## config.mk

```make
export PLATFORM = sky130hd
export DESIGN_NAME = npds_front
export DESIGN_NICKNAME = d
export VERILOG_FILES = /design/src/rtl/npds_pkg.sv /design/src/rtl/npds_front.sv
export SDC_FILE = /design/constraint.sdc
export NUM_CORES = 1
export LEC_CHECK = 0
export BUFFER_PORTS_ARGS = -buffer_cell sky130_fd_sc_hd__buf_2
export CAP_MARGIN = 20
export CORE_MARGIN = 1
export CORE_UTILIZATION = 45
export CTS_BUF_LIST = sky130_fd_sc_hd__clkbuf_2
export DETAILED_ROUTE_END_ITERATION = 8
export PLACE_DENSITY = 0.73
export SLEW_MARGIN = 15
export SYNTH_ARGS = -nofsm -noshare
export SYNTH_HDL_FRONTEND = slang
export SYNTH_SLANG_ARGS = --single-unit
```

## constraint.sdc

```tcl
create_clock -name clk_i -period 3.85 [get_ports clk_i]
set_input_delay 0.77 -clock clk_i [delete_from_list [all_inputs] [get_ports clk_i]]
set_output_delay 0.77 -clock clk_i [all_outputs]
set_load 0.1 [all_outputs]
```

## src/rtl/npds_pkg.sv

```systemverilog
`timescale 1ns / 1ps
package npds_pkg;

  localparam int unsigned RefDepth  = 4096;
  localparam int unsigned CoordBits = 24;
  localparam int unsigned AddrBits  = $clog2(RefDepth);
  localparam int unsigned CntBits   = AddrBits + 1;
  localparam int unsigned DiffBits  = CoordBits + 1;
  localparam int unsigned SqBits    = 2 * DiffBits;
  localparam int unsigned D2Bits    = SqBits + 2;
  localparam int unsigned DevBits   = 26;
  localparam int unsigned StatBits  = 20;
  localparam int unsigned SumBits   = 46;
  localparam int unsigned TolBits   = 26;
  localparam int unsigned RootBits  = (D2Bits + 1) / 2;

  localparam logic [DevBits-1:0]  DevMax = '1;
  localparam logic [StatBits-1:0] CntMax = '1;
  localparam logic [SumBits-1:0]  SumMax = '1;
  localparam logic [TolBits-1:0]  TolReset = TolBits'(512);

  typedef enum logic [1:0] {
    FUNC_CLEAR = 2'd0,
    FUNC_LOAD  = 2'd1,
    FUNC_QUERY = 2'd2,
    FUNC_NONE  = 2'd3
  } func_e;

  typedef enum logic [1:0] {
    ST_OK      = 2'd0,
    ST_FULL    = 2'd1,
    ST_NO_REFS = 2'd2
  } status_e;

  typedef struct packed {
    logic [1:0]                  func;
    logic signed [CoordBits-1:0] px;
    logic signed [CoordBits-1:0] py;
    logic signed [CoordBits-1:0] pz;
  } in_item_t;

  typedef struct packed {
    logic [1:0]          status;
    logic [DevBits-1:0]  deviation;
    logic                over_tolerance;
    logic [12:0]         reference_count;
    logic [StatBits-1:0] measured_count;
    logic [StatBits-1:0] over_count;
    logic [DevBits-1:0]  max_deviation;
    logic [SumBits-1:0]  deviation_sum;
  } out_item_t;

  // Classified command passed from front to back
  typedef struct packed {
    func_e                       op;
    logic signed [CoordBits-1:0] px;
    logic signed [CoordBits-1:0] py;
    logic signed [CoordBits-1:0] pz;
  } cmd_t;

endpackage

```

## src/rtl/npds_front.sv

```systemverilog
`timescale 1ns / 1ps
module npds_front import npds_pkg::*; (
  input  logic     clk_i,
  input  logic     rst_ni,
  input  logic     push,
  output logic     full,
  input  in_item_t in_item_i,
  output logic     cmd_valid_o,
  input  logic     cmd_take_i,
  output cmd_t     cmd_o
);

  localparam int unsigned Depth = 2;

  cmd_t     fifo_q [Depth];
  logic     wp_q, rp_q;
  logic [1:0] cnt_q;
  logic     wr, rd;
  func_e    op;

  // classify the func code; all four codes map onto func_e
  assign op = func_e'(in_item_i.func);

  assign full        = (cnt_q == 2'(Depth));
  assign wr          = push && !full;
  assign cmd_valid_o = (cnt_q != 2'd0);
  assign rd          = cmd_valid_o && cmd_take_i;
  assign cmd_o       = fifo_q[rp_q];

  // small command queue
  always_ff @(posedge clk_i) begin
    if (wr) fifo_q[wp_q] <= '{op: op, px: in_item_i.px, py: in_item_i.py, pz: in_item_i.pz};
  end

  always_ff @(posedge clk_i or negedge rst_ni) begin
    if (!rst_ni) begin
      wp_q <= 1'b0;
      rp_q <= 1'b0;
      cnt_q <= 2'd0;
    end else begin
      if (wr) wp_q <= ~wp_q;
      if (rd) rp_q <= ~rp_q;
      cnt_q <= cnt_q + 2'(wr) - 2'(rd);
    end
  end

endmodule

```

### After elaboration in Yosys (flattened, before gate mapping)

Memory sizes are Yosys's and may differ from the RTL's.
Cells that the tools add are included.

| operators by class | value |
|---|---|
| reductions and logical operators | 4 |
| multipliers | 0 |
| $add $sub $neg | 2 |
| $lt $le $gt $ge | 0 |
| muxes and demuxes | 2 |
| shifts and indexed selects | 0 |
| bitwise gates (word level) | 2 |
| divide/modulo/power cells | 0 |
| eq/ne operators | 1 |

Operators by type and width:

| operator | number |
|---|---|
| 2-bit by 1-bit adder with 2-bit output | 1 |
| 2-bit equality test (second input constant) | 1 |
| 1-bit logical AND | 2 |
| 1-bit 2-to-1 mux | 2 |
| 1-bit NOT | 2 |
| 2-bit nonzero test | 1 |
| 2-bit by 1-bit subtractor with 2-bit output | 1 |
| 1-bit zero test | 1 |

| word-level totals | value |
|---|---|
| output and inout bits | 76 |
| bits in read-only memories | 0 |
| latch bits | 0 |
| memories kept | 1 |
| register bits | 4 |
| word-level logic and storage cells | 15 |
| RAM bits | 148 |
| bits of input ports | 78 |

Memories:

| memory | words | bits a word | rd ports | clocked after Yosys merged registers in | wr ports | line | text |
|---|---|---|---|---|---|---|---|
| fifo_q | 2 | 74 | 1 | 0 | 1 | npds_front.sv:15 | `cmd_t fifo_q [Depth];` |

### Longest topological paths before layout

| depth | value |
|---|---|
| depth after elaboration | 5 |
| gate-level depth with buffers | 7 |
| mapped depth without buffers | 7 |

### Worst setup path after synthesis

OpenSTA, ideal clock, no wires.

| timing | value |
|---|---|
| kind | input to register |
| start point | input port push |
| end point | memory fifo_q[0][0] (netlist name), enable pin |
| path slack | -609 ps |
| stages | 2 |
| data required time | 3,343 ps |
| arrival | 3,952 ps |
| setup time | 507 ps |
| path buffers | 0 |
| path through | nand2_1 nor2_1 |

| on the way | value |
|---|---|
| word-level cells in the longest chain between the ends | 3 |

Ends and longest elaborated chain:

| item | line | text |
|---|---|---|
| from (decl) | npds_front.sv:5 | `input logic push,` |
| 1-bit logical AND | npds_front.sv:25 | `assign wr = push && !full;` |
| 1-bit 2-to-1 mux | npds_front.sv:32 | `if (wr) fifo_q[wp_q] <= '{op: op, px: in_item_i.px, py: in_item_i.py, pz: in_item_i.pz};` |
| 1-bit 2-to-1 mux (implied by the code) | npds_front.sv:32 |  |
| to (decl) | npds_front.sv:15 |  |

Every way passes these cells.

==> impl_metrics.tcl <==
set metrics [dict create \
    io_buffers 153 \
    n_antenna_cell 0 \
    via_count 2806 \
    drc 0 \
    async_flop_share_pct 2.63 \
    gr-total-overflow 0 \
    placed_area_sq_um 6700 \
    synth.avg_cell_area_sq_um 23.2 \
    netlist-cell-type-count 16 \
    hold_viol 0 \
    grt_pass1_wl_um 14000 \
    rows 40 \
    ctsHoldBuffers 1 \
    grt_antenna_before_repair 0 \
    slowest_stage "dfrtp_4" \
    tightest_slew_ps 1050 \
    floorplan.initialDensity_pct 47.0 \
    gp_congestion 0.724 \
    critPathKind "reg2out" \
    drive_gt1_share_pct 61.7 \
    core_area_sq_um 12200 \
    ctsResizeCount 0 \
    die_h_um 115 \
    grt_start_max_net_pins 75 \
    crit_buf_inv 2 \
    nets 497 \
    dp_slack_ps 1320 \
    final.fill_count 995 \
    cts_tree "done" \
    relSlewSlack_pct 30.0 \
    fmax_mhz 308 \
    root_buffer "clkbuf_2" \
    ys_top_cells_by_count "edfxtp_1, mux2_4, mux2_2, buf_6, dfrtp_1" \
    end_kind "primary output" \
    drv_slew 0 \
    crit_arrival_ps 2480 \
    drt-initial-drc-count 122 \
    cp_slowest_stage_delay_ps 730 \
    die_w_um 115 \
    synth_seq_area_share_pct 79.1 \
    fin_ws_ps 599 \
    startpoint_type "flip-flop" \
    ios 154 \
    hp-class "in2reg" \
    setup_viol 0 \
    synth_cells 248 \
    synth_top_area_cell "edfxtp_1" \
    r2r_start "cnt_q[1]$_DFF_PN0_" \
    crit_family "flip-flops" \
    place_hpwl_um 6120 \
    viasPerCell 4.71 \
    crit_start "rp_q$_DFFE_PN0P_" \
    synth.area.top_cells "edfxtp_1, mux2_4, mux2_2, dfrtp_1, buf_6" \
    synth_top_area_share_pct 77.4 \
    dr.pass1.iters 4 \
    path_cells "buf_4 > mux2_2 > buf_2" \
    cap_violations 0 \
    clock_latency_ps 680 \
    worstHoldStart "in_item_i[33]" \
    groute.usage.overall_pct 14.9 \
    fin_skew_ps 20.1 \
    ys_ff_latch 152 \
    clock_path_buffers 2 \
    synth.most_common_cell "edfxtp_1" \
    synth.cell_area_sq_um 5750 \
    grt_pass1_vias 2844 \
    setup_tns_ps 0 \
    fin_area_sq_um 6920 \
    synthFlopType "edfxtp_1" \
    fin_crit_ps 3250 \
    clock-sinks 152 \
    antenna_left 0 \
    fin_crit_sh_pct 84.4 \
    synth_edf_count 148 \
    h-tree-depth 4 \
    die_area_sq_um 13200 \
    numCtsBuffers 17 \
    wl_per_cell_um 15.6 \
    clk_pin_slew_ps 200 \
    synth_warnings 0 \
    path_max_fanout 21 \
    postCtsSetupBuffers 0 \
    wirelength_um 9320 \
    area.growth.synth_to_final_pct 20.4 \
    required_ps 3080 \
    rsz0062_at_grt "no" \
    status "completed" \
    syn-num-nets 328 \
]
-- stage by stage --
stage                     hold slack [ps]  instances  utilization, %
after floorplan                       474        248               -
after global placement                497        565            54.9
after detailed placement              505        565            54.9
after CTS                             151        596            56.6
after global routing                  126        596            56.6
final                                 254        596            56.6
-- registers in the layout, summed over array words and instances (netlist names) --
signal and cells:
cnt_q 2, fifo_q 148, rp_q 1, wp_q 1
-- worst register-to-register path, delay by kind of cell (launching register included) --
family	cells	cell delay, ps
flip-flops	1	450
buffers and inverters	1	490
AND/OR/NAND/NOR	3	810
-- final timing paths --
kind / to / slack (ps) / cells past startpoint
min: fifo_q[0][33]$_DFFE_PP_ / 250 / 1
max reg2reg: fifo_q[0][71]$_DFFE_PP_ / 1740 / 4
min reg2reg: cnt_q[0]$_DFF_PN0_ / 540 / 1
max: cmd_o[71] / 600 / 3
min in group asynchronous: cnt_q[0]$_DFF_PN0_ / 420 / 2
max in group asynchronous: rp_q$_DFFE_PN0P_ / 3280 / 2
-- layer usage --
metal | global-route usage, % | wire length, um
met1 | 16.0 | 3750
met4 | 7.79 | 194
met3 | 6.38 | 644
met5 | 0 | 0
met2 | 25.1 | 4730
-- logic make-up (layout without fill, tap and decap cells) --
family | Yosys count | count (layout) | synth area share, %
xor gates and xnor gates | 4 | 4 | 0.610
adders and majority gates | 2 | 2 | 0.435
buffers and inverters | 10 | 190 | 1.48
DFF | 152 | 152 | 79.1
muxes | 74 | 74 | 17.8
and+or+nand+nor | 6 | 6 | 0.610
-- final cells by class --
class                      instances  area (sq um)  share of cell area (%)
clock buffer                      19          95.1                    1.37
clock inverter                    11           109                    1.57
inverter                           2          7.51                   0.109
multi-input combinational         86          1130                    16.3
sequential                       152          4550                    65.8
tap                              168           210                    3.04
timing repair buffer             158           818                    11.8
-- placed cells by master, fill, tap and decap left out --
| cell | Yosys | routed |
|---|---|---|
| mux2_2 | 24 | 24 |
| xnor2_1 | 3 | 3 |
| and2_4 | 1 | 1 |
| clkinvlp_4 | 0 | 1 |
| buf_4 | 0 | 3 |
| bufinv_16 | 0 | 2 |
| dfrtp_1 | 4 | 3 |
| or2_2 | 1 | 1 |
| xor2_1 | 1 | 1 |
| and3_4 | 0 | 1 |
| clkinv_2 | 0 | 5 |
| nor2_4 | 0 | 1 |
| clkbuf_2 | 0 | 19 |
| ha_1 | 2 | 2 |
| dlygate4sd3_1 | 0 | 1 |
| inv_1 | 2 | 2 |
| edfxtp_1 | 148 | 148 |
| clkinv_1 | 0 | 2 |
| buf_12 | 0 | 1 |
| nand2b_1 | 1 | 1 |
| buf_2 | 2 | 153 |
| dfrtp_4 | 0 | 1 |
| mux2_4 | 50 | 50 |
| nand2_1 | 1 | 1 |
| clkinv_4 | 0 | 1 |
Power is left out: the tool's default activity adds up to more than one toggle a clock period on the data nets, which glitch-free logic cannot reach.
